$ cat src/saa_pkg.sv
// Shared types, constants and the width alignment function of the skyline atlas allocator.
`default_nettype none

package saa_pkg;

  localparam int BLOCK_WIDTH_DEF  = 128;
  localparam int BLOCK_HEIGHT_DEF = 128;

  // Rounding never needs more than three increments to reach a multiple of four bytes.
  localparam int ALIGN_STEPS = 3;
  localparam int ALIGNED_W   = 9;

  localparam logic [2:0] TEXEL_BYTES_RST = 3'd3;

  localparam logic ACT_ALLOC = 1'b0;
  localparam logic ACT_CLEAR = 1'b1;

  typedef struct packed {
    logic       action;
    logic [7:0] rect_width;
    logic [7:0] rect_height;
    logic [7:0] block_id;
  } saa_in_t;

  typedef struct packed {
    logic       granted;
    logic [6:0] pos_s;
    logic [7:0] pos_t;
    logic [7:0] aligned_width;
    logic [7:0] block_id_out;
  } saa_out_t;

  // Status from the sequencer to the top level.
  typedef struct packed {
    logic idle;
    logic done;
  } saa_seq_stat_t;

  // Width is rounded up until width times texel bytes is a multiple of four.
  // Only the two low bits of each operand matter for that test.
  function automatic logic [ALIGNED_W-1:0] saa_align(input logic [7:0] w,
                                                     input logic [2:0] tb);
    logic [ALIGNED_W-1:0] wa;
    logic [1:0]           prod;
    wa = {1'b0, w};
    for (int k = 0; k < ALIGN_STEPS; k++) begin
      prod = wa[1:0] * tb[1:0];
      if (prod != 2'd0) begin
        wa = wa + ALIGNED_W'(1);
      end
    end
    return wa;
  endfunction

endpackage

`default_nettype wire

$ cat src/saa_ram.sv
// Generic single write port, single read port RAM with registered read data.
`default_nettype none

module saa_ram #(
  parameter int WIDTH = 8,
  parameter int DEPTH = 128
) (
  input  wire logic                     clk_i,
  input  wire logic                     we_i,
  input  wire logic [$clog2(DEPTH)-1:0] waddr_i,
  input  wire logic [WIDTH-1:0]         wdata_i,
  input  wire logic [$clog2(DEPTH)-1:0] raddr_i,
  output logic      [WIDTH-1:0]         rdata_o
);

  logic [WIDTH-1:0] mem_q [DEPTH];
  logic [WIDTH-1:0] rdata_q;

  always_ff @(posedge clk_i) begin
    if (we_i) begin
      mem_q[waddr_i] <= wdata_i;
    end
    rdata_q <= mem_q[raddr_i];
  end

  assign rdata_o = rdata_q;

endmodule

`default_nettype wire

$ cat src/saa_seq.sv
// Sequencer that clears, scans and raises the column height memory one column per cycle.
`default_nettype none

module saa_seq #(
  parameter int BLOCK_WIDTH  = saa_pkg::BLOCK_WIDTH_DEF,
  parameter int BLOCK_HEIGHT = saa_pkg::BLOCK_HEIGHT_DEF
) (
  input  wire logic                                clk_i,
  input  wire logic                                rst_ni,
  input  wire logic                                start_i,
  input  wire saa_pkg::saa_in_t                    req_i,
  input  wire logic [2:0]                          texel_bytes_i,
  input  wire logic                                hold_i,
  output saa_pkg::saa_seq_stat_t                   stat_o,
  output saa_pkg::saa_out_t                        res_o,
  output logic                                     we_o,
  output logic [$clog2(BLOCK_WIDTH)-1:0]           waddr_o,
  output logic [$clog2(BLOCK_HEIGHT+1)-1:0]        wdata_o,
  output logic [$clog2(BLOCK_WIDTH)-1:0]           raddr_o,
  input  wire logic [$clog2(BLOCK_HEIGHT+1)-1:0]   rdata_i
);

  import saa_pkg::*;

  localparam int CW = $clog2(BLOCK_WIDTH);
  localparam int XW = $clog2(BLOCK_WIDTH + 1);
  localparam int HW = $clog2(BLOCK_HEIGHT + 1);
  localparam int AW = (XW > ALIGNED_W) ? XW : ALIGNED_W;
  localparam int SW = ((HW > 8) ? HW : 8) + 1;

  typedef enum logic [2:0] {
    ST_IDLE,
    ST_CLEAR,
    ST_SCAN,
    ST_DECIDE,
    ST_WRITE,
    ST_DONE
  } state_e;

  state_e          state_q, state_d;
  logic [XW-1:0]   i_q, i_d;
  logic [XW-1:0]   j_q, j_d;
  logic [XW-1:0]   w_q, w_d;
  logic [XW-1:0]   lim_q, lim_d;
  logic [HW-1:0]   top_q, top_d;
  logic [HW-1:0]   best_q, best_d;
  logic [HW-1:0]   sel_t_q, sel_t_d;
  logic [CW-1:0]   sel_s_q, sel_s_d;
  logic [HW-1:0]   nh_q, nh_d;
  logic [7:0]      rh_q, rh_d;
  logic            found_q, found_d;
  logic            clr_item_q, clr_item_d;
  saa_out_t        res_q, res_d;

  logic [ALIGNED_W-1:0] w_al;
  logic [AW-1:0]        w_wide;
  logic [HW-1:0]        top_new;
  logic [SW-1:0]        sum;

  assign w_al    = saa_align(req_i.rect_width, texel_bytes_i);
  assign w_wide  = AW'(w_al);
  assign top_new = (rdata_i > top_q) ? rdata_i : top_q;
  assign sum     = SW'(best_q) + SW'(rh_q);

  always_comb begin
    state_d    = state_q;
    i_d        = i_q;
    j_d        = j_q;
    w_d        = w_q;
    lim_d      = lim_q;
    top_d      = top_q;
    best_d     = best_q;
    sel_t_d    = sel_t_q;
    sel_s_d    = sel_s_q;
    nh_d       = nh_q;
    rh_d       = rh_q;
    found_d    = found_q;
    clr_item_d = clr_item_q;
    res_d      = res_q;
    we_o       = 1'b0;
    waddr_o    = '0;
    wdata_o    = '0;
    raddr_o    = '0;
    stat_o     = '{idle: 1'b0, done: 1'b0};

    case (state_q)
      ST_IDLE: begin
        stat_o.idle = 1'b1;
        if (start_i) begin
          res_d.block_id_out = req_i.block_id;
          rh_d               = req_i.rect_height;
          if (req_i.action == ACT_CLEAR) begin
            clr_item_d = 1'b1;
            j_d        = '0;
            state_d    = ST_CLEAR;
          end else begin
            res_d.aligned_width = (w_al > ALIGNED_W'(255)) ? 8'hFF : w_al[7:0];
            w_d     = XW'(w_al);
            lim_d   = XW'(BLOCK_WIDTH) - XW'(w_al);
            i_d     = '0;
            j_d     = '0;
            top_d   = '0;
            best_d  = HW'(BLOCK_HEIGHT);
            sel_s_d = '0;
            sel_t_d = '0;
            found_d = 1'b0;
            if (w_wide >= AW'(BLOCK_WIDTH)) begin
              state_d = ST_DECIDE;
            end else if (w_al == '0) begin
              // An empty span fits everywhere; the last column is taken as its start.
              sel_s_d = CW'(BLOCK_WIDTH - 1);
              best_d  = '0;
              found_d = 1'b1;
              state_d = ST_DECIDE;
            end else begin
              state_d = ST_SCAN;
            end
          end
        end
      end

      ST_CLEAR: begin
        we_o    = 1'b1;
        waddr_o = j_q[CW-1:0];
        if (j_q == XW'(BLOCK_WIDTH - 1)) begin
          if (clr_item_q) begin
            res_d.granted       = 1'b1;
            res_d.pos_s         = '0;
            res_d.pos_t         = '0;
            res_d.aligned_width = '0;
            state_d             = ST_DONE;
          end else begin
            state_d = ST_IDLE;
          end
        end else begin
          j_d = j_q + XW'(1);
        end
      end

      ST_SCAN: begin
        // The read data belongs to column i_q + j_q.
        if (rdata_i >= best_q) begin
          // Every start up to this column holds it, so skip past it.
          i_d   = i_q + j_q + XW'(1);
          j_d   = '0;
          top_d = '0;
        end else if (j_q == w_q - XW'(1)) begin
          sel_s_d = CW'(i_q);
          sel_t_d = top_new;
          best_d  = top_new;
          found_d = 1'b1;
          i_d     = i_q + XW'(1);
          j_d     = '0;
          top_d   = '0;
        end else begin
          j_d   = j_q + XW'(1);
          top_d = top_new;
        end
        raddr_o = CW'(i_d + j_d);
        if (i_d >= lim_q) begin
          state_d = ST_DECIDE;
        end
      end

      ST_DECIDE: begin
        if (!found_q || sum > SW'(BLOCK_HEIGHT)) begin
          res_d.granted = 1'b0;
          res_d.pos_s   = '0;
          res_d.pos_t   = '0;
          state_d       = ST_DONE;
        end else begin
          res_d.granted = 1'b1;
          res_d.pos_s   = 7'(sel_s_q);
          res_d.pos_t   = 8'(sel_t_q);
          nh_d          = HW'(sum);
          j_d           = '0;
          state_d       = (w_q == '0) ? ST_DONE : ST_WRITE;
        end
      end

      ST_WRITE: begin
        we_o    = 1'b1;
        waddr_o = CW'(XW'(sel_s_q) + j_q);
        wdata_o = nh_q;
        if (j_q == w_q - XW'(1)) begin
          state_d = ST_DONE;
        end else begin
          j_d = j_q + XW'(1);
        end
      end

      ST_DONE: begin
        if (!hold_i) begin
          stat_o.done = 1'b1;
          state_d     = ST_IDLE;
        end
      end

      default: begin
        state_d = ST_IDLE;
      end
    endcase
  end

  always_ff @(posedge clk_i or negedge rst_ni) begin
    if (!rst_ni) begin
      state_q    <= ST_CLEAR;
      j_q        <= '0;
      clr_item_q <= 1'b0;
      i_q        <= '0;
      w_q        <= '0;
      lim_q      <= '0;
      top_q      <= '0;
      best_q     <= '0;
      found_q    <= 1'b0;
    end else begin
      state_q    <= state_d;
      j_q        <= j_d;
      clr_item_q <= clr_item_d;
      i_q        <= i_d;
      w_q        <= w_d;
      lim_q      <= lim_d;
      top_q      <= top_d;
      best_q     <= best_d;
      found_q    <= found_d;
    end
  end

  always_ff @(posedge clk_i) begin
    sel_t_q <= sel_t_d;
    sel_s_q <= sel_s_d;
    nh_q    <= nh_d;
    rh_q    <= rh_d;
    res_q   <= res_d;
  end

  assign res_o = res_q;

endmodule

`default_nettype wire

$ cat src/skyline_atlas_allocator_core.sv
// Top level of the skyline atlas allocator: configuration register, output register, sequencer and memory.
//
//   Channel   Direction  Handshake                   Payload
//   in        request    in_valid_i / in_ready_o     in_data_i  (saa_in_t)
//   out       result     out_valid_o / out_ready_i   out_data_o (saa_out_t)
//   cfg       write      cfg_valid_i / cfg_ready_o   cfg_data_i (texel bytes)
//
// After reset the column memory is swept to zero, one column a cycle, and no
// transaction is taken on the request channel until that sweep is done.
// A clear sweeps every column back to zero. An allocation scans the columns with
// R reads, one read per cycle on the single memory read port, where R is at most
// (BLOCK_WIDTH - W) * W for the aligned width W and far fewer when tall columns let
// the scan skip ahead; if the rectangle fits, it then writes the new height into W columns.
// One request is worked on at a time; a finished result waits in the output
// register, and the sequencer holds in its final state while that full register is not read.

`default_nettype none

module skyline_atlas_allocator_core #(
  parameter int BLOCK_WIDTH  = saa_pkg::BLOCK_WIDTH_DEF,
  parameter int BLOCK_HEIGHT = saa_pkg::BLOCK_HEIGHT_DEF
) (
  input  wire logic              clk_i,
  input  wire logic              rst_ni,
  input  wire logic              in_valid_i,
  output logic                   in_ready_o,
  input  wire saa_pkg::saa_in_t  in_data_i,
  output logic                   out_valid_o,
  input  wire logic              out_ready_i,
  output saa_pkg::saa_out_t      out_data_o,
  input  wire logic              cfg_valid_i,
  output logic                   cfg_ready_o,
  input  wire logic [2:0]        cfg_data_i
);

  import saa_pkg::*;

  localparam int CW = $clog2(BLOCK_WIDTH);
  localparam int HW = $clog2(BLOCK_HEIGHT + 1);

  // Bytes per texel, used only when an allocation request is taken.
  logic [2:0]    texel_q, texel_d;

  logic          out_valid_q, out_valid_d;
  saa_out_t      out_data_q;

  saa_seq_stat_t stat;
  saa_out_t      res;
  logic          start;
  logic          hold;

  logic          we;
  logic [CW-1:0] waddr;
  logic [HW-1:0] wdata;
  logic [CW-1:0] raddr;
  logic [HW-1:0] rdata;

  // The configuration register can always be written; the caller is to write it
  // only while no request is in flight, which the block itself does not enforce.
  assign cfg_ready_o = 1'b1;
  assign texel_d     = (cfg_valid_i && cfg_ready_o) ? cfg_data_i : texel_q;

  assign in_ready_o = stat.idle;
  assign start      = in_valid_i && in_ready_o;

  // The sequencer must not overwrite a result that has not yet been taken.
  assign hold        = out_valid_q && !out_ready_i;
  assign out_valid_d = stat.done ? 1'b1 : (out_ready_i ? 1'b0 : out_valid_q);

  always_ff @(posedge clk_i or negedge rst_ni) begin
    if (!rst_ni) begin
      texel_q     <= TEXEL_BYTES_RST;
      out_valid_q <= 1'b0;
    end else begin
      texel_q     <= texel_d;
      out_valid_q <= out_valid_d;
    end
  end

  always_ff @(posedge clk_i) begin
    if (stat.done) begin
      out_data_q <= res;
    end
  end

  assign out_valid_o = out_valid_q;
  assign out_data_o  = out_data_q;

  saa_seq #(
    .BLOCK_WIDTH  (BLOCK_WIDTH),
    .BLOCK_HEIGHT (BLOCK_HEIGHT)
  ) u_seq (
    .clk_i         (clk_i),
    .rst_ni        (rst_ni),
    .start_i       (start),
    .req_i         (in_data_i),
    .texel_bytes_i (texel_q),
    .hold_i        (hold),
    .stat_o        (stat),
    .res_o         (res),
    .we_o          (we),
    .waddr_o       (waddr),
    .wdata_o       (wdata),
    .raddr_o       (raddr),
    .rdata_i       (rdata)
  );

  // One height per column of the block.
  saa_ram #(
    .WIDTH (HW),
    .DEPTH (BLOCK_WIDTH)
  ) u_heights (
    .clk_i   (clk_i),
    .we_i    (we),
    .waddr_i (waddr),
    .wdata_i (wdata),
    .raddr_i (raddr),
    .rdata_o (rdata)
  );

endmodule

`default_nettype wire

$ cat config.mk
export PLATFORM = sky130hd
export DESIGN_NAME = skyline_atlas_allocator_core
export DESIGN_NICKNAME = d
export VERILOG_FILES = /design/src/saa_pkg.sv /design/src/saa_ram.sv /design/src/saa_seq.sv /design/src/skyline_atlas_allocator_core.sv
export SDC_FILE = /design/constraint.sdc
export NUM_CORES = 1
export LEC_CHECK = 0
export BUFFER_PORTS_ARGS = -buffer_cell sky130_fd_sc_hd__buf_2
export CAP_MARGIN = 20
export CORE_MARGIN = 3
export CORE_UTILIZATION = 27
export DETAILED_ROUTE_END_ITERATION = 8
export RECOVER_POWER = 25
export SLEW_MARGIN = 20
export SYNTH_ARGS = -nofsm -noshare
export SYNTH_HDL_FRONTEND = slang
export SYNTH_HIERARCHICAL = 1
export SYNTH_SLANG_ARGS = --single-unit
$ cat constraint.sdc
create_clock -name clk_i -period 10.1 [get_ports clk_i]
set_input_delay 1.515 -clock clk_i [delete_from_list [all_inputs] [get_ports clk_i]]
set_output_delay 1.515 -clock clk_i [all_outputs]
set_load 0.05 [all_outputs]
==> results of run 1 <==
cell type report:
| cell class | instances | area share |
|---|---|---|
| antenna | 1 | 0.0000451 |
| clock buffer | 157 | 0.0575 |
| clock inverter | 64 | 0.0102 |
| inverter | 52 | 0.00351 |
| multi-input combinational | 1130 | 0.230 |
| sequential | 1182 | 0.633 |
| tap | 2355 | 0.0531 |
| timing repair buffer | 115 | 0.0124 |
worst max-delay path by stage:
| stage | from | end | cells past startpoint | slack [ps] |
|---|---|---|---|---|
| 2_1_floorplan | u_seq/w_q[2]$_DFFE_PN0P_ | u_heights/rdata_o[0]$_DFF_P_ | 19 | 4420 |
| 3_5_place_dp | u_seq/best_q[0]$_DFFE_PN0P_ | u_heights/rdata_o[0]$_DFF_P_ | 19 | 3200 |
| 6_report | u_seq/best_q[0]$_DFFE_PN0P_ | u_heights/rdata_o[6]$_DFF_P_ | 19 | 3180 |
| 4_1_cts | u_seq/best_q[0]$_DFFE_PN0P_ | u_heights/rdata_o[0]$_DFF_P_ | 19 | 3140 |
| 3_3_place_gp | u_seq/best_q[0]$_DFFE_PN0P_ | u_heights/rdata_o[0]$_DFF_P_ | 19 | 3160 |
| 5_1_grt | u_seq/best_q[0]$_DFFE_PN0P_ | u_heights/rdata_o[6]$_DFF_P_ | 19 | 2880 |
power groups by stage:
stage | sequential, W | combinational (W) | clock [W]
after floorplan | 0.00539 | 0.0000505 | 0
after global placement | 0.00539 | 0.0000714 | 0
after detailed placement | 0.00539 | 0.0000722 | 0
after CTS | 0.00529 | 0.0000727 | 0.00432
after global routing | 0.00528 | 0.0000798 | 0.00452
final | 0.00529 | 0.0000722 | 0.00421
worst max-delay path, cell delays in order (launching register included):
cell and delay, ps:
dfrtp_1 440, ha_1 290, nand2b_1 90, a21o_1 110
a21o_1 120, a211oi_1 60, o21ai_0 430, and2_1 680
or2_2 410, nor2_1 80, ha_1 230, fa_1 460
a21o_1 180, a21oi_1 220, xnor2_1 130, nor2_4 620
buf_4 750, mux4_2 490, mux4_2 580, mux2_2 320
stage by stage:
step                hold WS, ps  area, µm²  setup slack [ps]  power [W]
floorplan                   400      48700              4420    0.00544
global placement            402      51800              3160    0.00546
detailed placement          405      51800              3200    0.00546
CTS                         407      55600              3140    0.00968
global route                424      55500              2880    0.00988
finish                      414      55500              3180    0.00957
routing by layer:
metal	vias to the layer above	wire length (µm)
li1	10400	-
met1	13000	47800
met2	766	54000
met3	132	6870
met4	0	1780
met5	-	0
==> results.sh, run 1 <==
export IMPL_violations="capacitance limit, slew limit"
export IMPL_post_synth_cell_area_avg_um2=19.5
export IMPL_first_iter_violations=2222
export IMPL_internal_power_w=0.00767
export IMPL_seq_area_um2=35100
export IMPL_drc_errors=0
export IMPL_worst_pin_slew_ps=3420
export IMPL_rsz0062_at_grt="no"
export IMPL_clk_path_buf_depth=3
export IMPL_worstSkewPairLatency_ps=720
export IMPL_grt_pass1_vias=24100
export IMPL_die_height_um=431
export IMPL_vdd_drop_max_mv=0.154
export IMPL_p_per_area_nw_per_um2=172
export IMPL_via_per_inst=4.79
export IMPL_fill_cells=17300
export IMPL_nets=2698
export IMPL_cts_tree="yes"
export IMPL_largest_reg_flops=1024
export IMPL_hold_depth=0
export IMPL_syn_nets=2589
export IMPL_worst_path_max_fanout=44
export IMPL_boundaryPins=68
export IMPL_reg2reg_depth=19
export IMPL_sw_frac_of_total=0.198
export IMPL_fin_util=0.311
export IMPL_reg2reg_slack_ps=3180
export IMPL_p_clk_frac=0.440
export IMPL_cts_max_level=3
export IMPL_p_leak_nw=17.1
export IMPL_coreArea_um2=179000
export IMPL_outcome="complete, but fails checks"
export IMPL_use_met3=0.0188
export IMPL_vias=24200
export IMPL_synthCells=2493
export IMPL_routedWlPerCell_um=21.8
export IMPL_crit_type="register to register"
export IMPL_clk_pin_slew_ps=60
export IMPL_r2r_start="u_seq/best_q[0]$_DFFE_PN0P_"
export IMPL_final_common_cell="edfxtp_1"
export IMPL_worstSetupEndpointType="register"
export IMPL_std_cell_rows=155
export IMPL_use_met2=0.191
export IMPL_finalCritPeriodShare=0.685
export IMPL_setup_viol=0
export IMPL_io_buffer_count=65
export IMPL_gr_total_overflow=0
export IMPL_worstReg2RegEnd="u_heights/rdata_o[6]$_DFF_P_"
export IMPL_slew_headroom=-1.28
export IMPL_fin_crit_ps=6920
export IMPL_drv_cap=9
export IMPL_cts_root_buffer_cell="clkbuf_16"
export IMPL_gr_usage_met1=0.164
export IMPL_skew_ps=33.7
export IMPL_track_usage=0.117
export IMPL_multi_input_comb_area_um2=12800
export IMPL_largest_register="u_heights/mem_q"
export IMPL_grt_pass1_wl_um=164000
export IMPL_cts_resized=0
export IMPL_drive_gt1_frac=0.223
export IMPL_power_frac_comb=0.008
export IMPL_fmax_mhz=145
export IMPL_stdcell_count=5056
export IMPL_die_w_um=431
export IMPL_yosys_warnings=6
export IMPL_final_hold_viol_count=0
export IMPL_cp_arrival_ps=7490
export IMPL_grt_max_degree=156
export IMPL_whs_endpoint="out_data_o[18]$_DFFE_PP_"
export IMPL_synth_area_um2=48700
export IMPL_dp_cells=4831
export IMPL_fin_tns_setup_ps=0
export IMPL_cts_sinks=1182
export IMPL_antenna_found_initial=1
export IMPL_start_kind="register"
export IMPL_synthToLayoutAreaGrowth_pct=14.1
export IMPL_slew_violations=461
export IMPL_dieArea_um2=185000
export IMPL_hold_buffers=0
export IMPL_firstDrtPassIters=5
export IMPL_dp_hpwl_um=67600
export IMPL_busiest_layer="met2"
export IMPL_min_path_type="register to register"
export IMPL_layout_common_cells="1119 x edfxtp_1, 336 x mux4_2, 184 x nor2_1, 121 x clkbuf_16, 77 x clkbuf_1"
export IMPL_worstPathRequired_ps=10680
export IMPL_sequentialPowerShare=0.553
export IMPL_worstHoldStart="u_seq/res_o[18]$_SDFFCE_PN0P_"
export IMPL_cts_made_buffers=121
export IMPL_initial_utilization=0.272
export IMPL_post_cts_buffers=0
export IMPL_wirelength_um=110000
export IMPL_place_gp_congestion=0.795
export IMPL_ant_nets=0
export IMPL_switchingPower_w=0.00190
Note: power is estimated with default switching activity, not from simulation.
==> run 2, diff against run 1 <==
- clock period: 10.1 -> 7.2 ns (I/O delays scaled with it)
==> run 2 against run 1 <==
  * The flow still finishes with violations (capacitance limit, slew limit)
  * Final cell count rose by 0.18%
  * Total power rose by 42%
  * Worst hold slack improved by 1.2 ps
  * Clock skew fell by 9.3 ps
  * Worst setup slack got worse by 2400 ps
  * Sequential cell count did not move
  * Die area did not move
==> results.sh, run 2 (synthesis results as in run 1) <==
export IMPL_worst_path_max_fanout=70
export IMPL_fin_tns_setup_ps=0
export IMPL_reg2reg_slack_ps=820
export IMPL_min_path_type="register to register"
export IMPL_grt_pass1_wl_um=161000
export IMPL_first_iter_violations=2104
export IMPL_worstReg2RegEnd="u_heights/rdata_o[0]$_DFF_P_"
export IMPL_fmax_mhz=157
export IMPL_cts_max_level=3
export IMPL_largest_register="u_heights/mem_q"
export IMPL_die_w_um=431
export IMPL_layout_common_cells="1119 x edfxtp_1, 336 x mux4_2, 184 x nor2_1, 119 x clkbuf_16, 67 x clkbuf_1"
export IMPL_routedWlPerCell_um=21.4
export IMPL_worst_pin_slew_ps=3380
export IMPL_io_buffer_count=65
export IMPL_coreArea_um2=179000
export IMPL_vias=23600
export IMPL_die_height_um=431
export IMPL_antenna_found_initial=1
export IMPL_dieArea_um2=185000
export IMPL_fin_area_um2=55900
export IMPL_final_common_cell="edfxtp_1"
export IMPL_cts_root_buffer_cell="clkbuf_16"
export IMPL_initial_utilization=0.272
export IMPL_whs_endpoint="out_data_o[5]$_DFFE_PP_"
export IMPL_vdd_drop_max_mv=0.215
export IMPL_dp_cells=4843
export IMPL_stdcell_count=5065
export IMPL_setup_viol=0
export IMPL_boundaryPins=68
export IMPL_drc_errors=0
export IMPL_finalCritPeriodShare=0.886
export IMPL_grt_pass1_vias=24100
export IMPL_drive_gt1_frac=0.231
export IMPL_start_kind="register"
export IMPL_drv_cap=10
export IMPL_seq_area_um2=35100
export IMPL_grt_max_degree=109
export IMPL_ant_nets=0
export IMPL_cts_resized=0
export IMPL_outcome="complete, but fails checks"
export IMPL_hold_buffers=0
export IMPL_largest_reg_flops=1024
export IMPL_placed_area_um2=52100
export IMPL_slew_violations=529
export IMPL_place_gp_congestion=0.787
export IMPL_violations="capacitance limit, slew limit"
export IMPL_hold_ws_ps=415
export IMPL_firstDrtPassIters=5
export IMPL_multi_input_comb_area_um2=12800
export IMPL_r2r_start="u_seq/best_q[0]$_DFFE_PN0P_"
export IMPL_slew_headroom=-1.25
export IMPL_via_per_inst=4.67
export IMPL_final_hold_viol_count=0
export IMPL_track_usage=0.115
export IMPL_crit_type="register to register"
export IMPL_post_cts_buffers=0
export IMPL_clk_path_buf_depth=3
export IMPL_cp_arrival_ps=6970
export IMPL_skew_ps=24.4
export IMPL_worstSetupEndpointType="register"
export IMPL_worstSkewPairLatency_ps=710
export IMPL_wirelength_um=109000
export IMPL_cts_sinks=1182
export IMPL_clk_pin_slew_ps=60
export IMPL_worstHoldStart="u_seq/res_o[5]$_DFFE_PP_"
export IMPL_hold_depth=0
export IMPL_p_per_area_nw_per_um2=243
export IMPL_synthToLayoutAreaGrowth_pct=14.8
export IMPL_worstPathRequired_ps=7790
export IMPL_gr_total_overflow=0
export IMPL_cts_tree="yes"
export IMPL_fill_cells=17100
export IMPL_rsz0062_at_grt="no"
export IMPL_p_leak_nw=17.2
export IMPL_fin_crit_ps=6380
export IMPL_nets=2705
export IMPL_reg2reg_depth=18
export IMPL_std_cell_rows=155
export IMPL_cts_made_buffers=119
export IMPL_dp_hpwl_um=68200
==> run 2: changes by cell type in the layout (fill, tap and decap cells not counted), moves of 3 or more <==
| cell | previous run | this run |
|---|---|---|
| buf_12 | 5 | 16 |
| clkbuf_1 | 77 | 67 |
| inv_6 | 1 | 4 |
| clkbuf_8 | 3 | 0 |
| bufinv_16 | 5 | 12 |
| clkinv_1 | 34 | 25 |
| clkinv_2 | 14 | 19 |
| clkinv_16 | 5 | 2 |
==> run 2: worst max path at each step <==
| stage | startpoint | to | depth (start not counted) |
|---|---|---|---|
| floorplan | u_seq/w_q[2]$_DFFE_PN0P_ | u_heights/rdata_o[0]$_DFF_P_ | 19 |
| global placement | u_seq/best_q[0]$_DFFE_PN0P_ | u_heights/rdata_o[0]$_DFF_P_ | 18 |
| detailed placement | u_seq/best_q[0]$_DFFE_PN0P_ | u_heights/rdata_o[0]$_DFF_P_ | 18 |
| CTS | u_seq/best_q[0]$_DFFE_PN0P_ | u_heights/rdata_o[0]$_DFF_P_ | 18 |
| global route | u_seq/best_q[0]$_DFFE_PN0P_ | u_heights/rdata_o[3]$_DFF_P_ | 18 |
| finish | u_seq/best_q[0]$_DFFE_PN0P_ | u_heights/rdata_o[0]$_DFF_P_ | 18 |
==> run 2: final cells by class <==
class | count | area share
repair buffers | 124 | 0.0166
well taps | 2355 | 0.0527
flip-flops and latches | 1182 | 0.629
multi-input cells | 1130 | 0.229
clock inverters | 73 | 0.0139
inverters | 52 | 0.00349
diodes | 1 | 0.0000448
clock buffers | 148 | 0.0553
==> run 2: layer usage <==
layer	track usage	routed length, µm	part of all wire
met5	0	0	0
met4	0.0307	2360	0.022
met3	0.0212	6600	0.061
met2	0.190	53200	0.49
met1	0.156	46500	0.43
==> run 2: per-stage QoR <==
step / worst slack (ps) / power [W] / utilization
floorplan: 1520 / 0.00763 / -
global placement: 847 / 0.00766 / 0.291
detailed placement: 849 / 0.00766 / 0.291
CTS: 812 / 0.0137 / 0.313
global route: 509 / 0.0140 / 0.312
finish: 820 / 0.0136 / 0.312
==> run 2: report_power, final <==
part	internal (W)	leakage [nW]	switching, W	total, W
Combinational	0.0000376	4.65	0.0000626	0.000100
Sequential	0.00741	10.7	0.00000479	0.00742
Clock	0.00349	1.87	0.00259	0.00607
==> run 2: critical path: stages (launching register included) <==
cell      delay (ps)
dfrtp_1          440
ha_1             300
nand2b_1          90
a21o_1           110
a21o_1           120
a211oi_1          60
o21ai_0          390
and2_1           720
or2_2            400
nor2_1            80
ha_1             230
fa_1             470
xnor2_1          180
nor2_4           310
buf_12           390
mux4_2           430
mux4_2           540
mux4_2           570
mux2_2           330
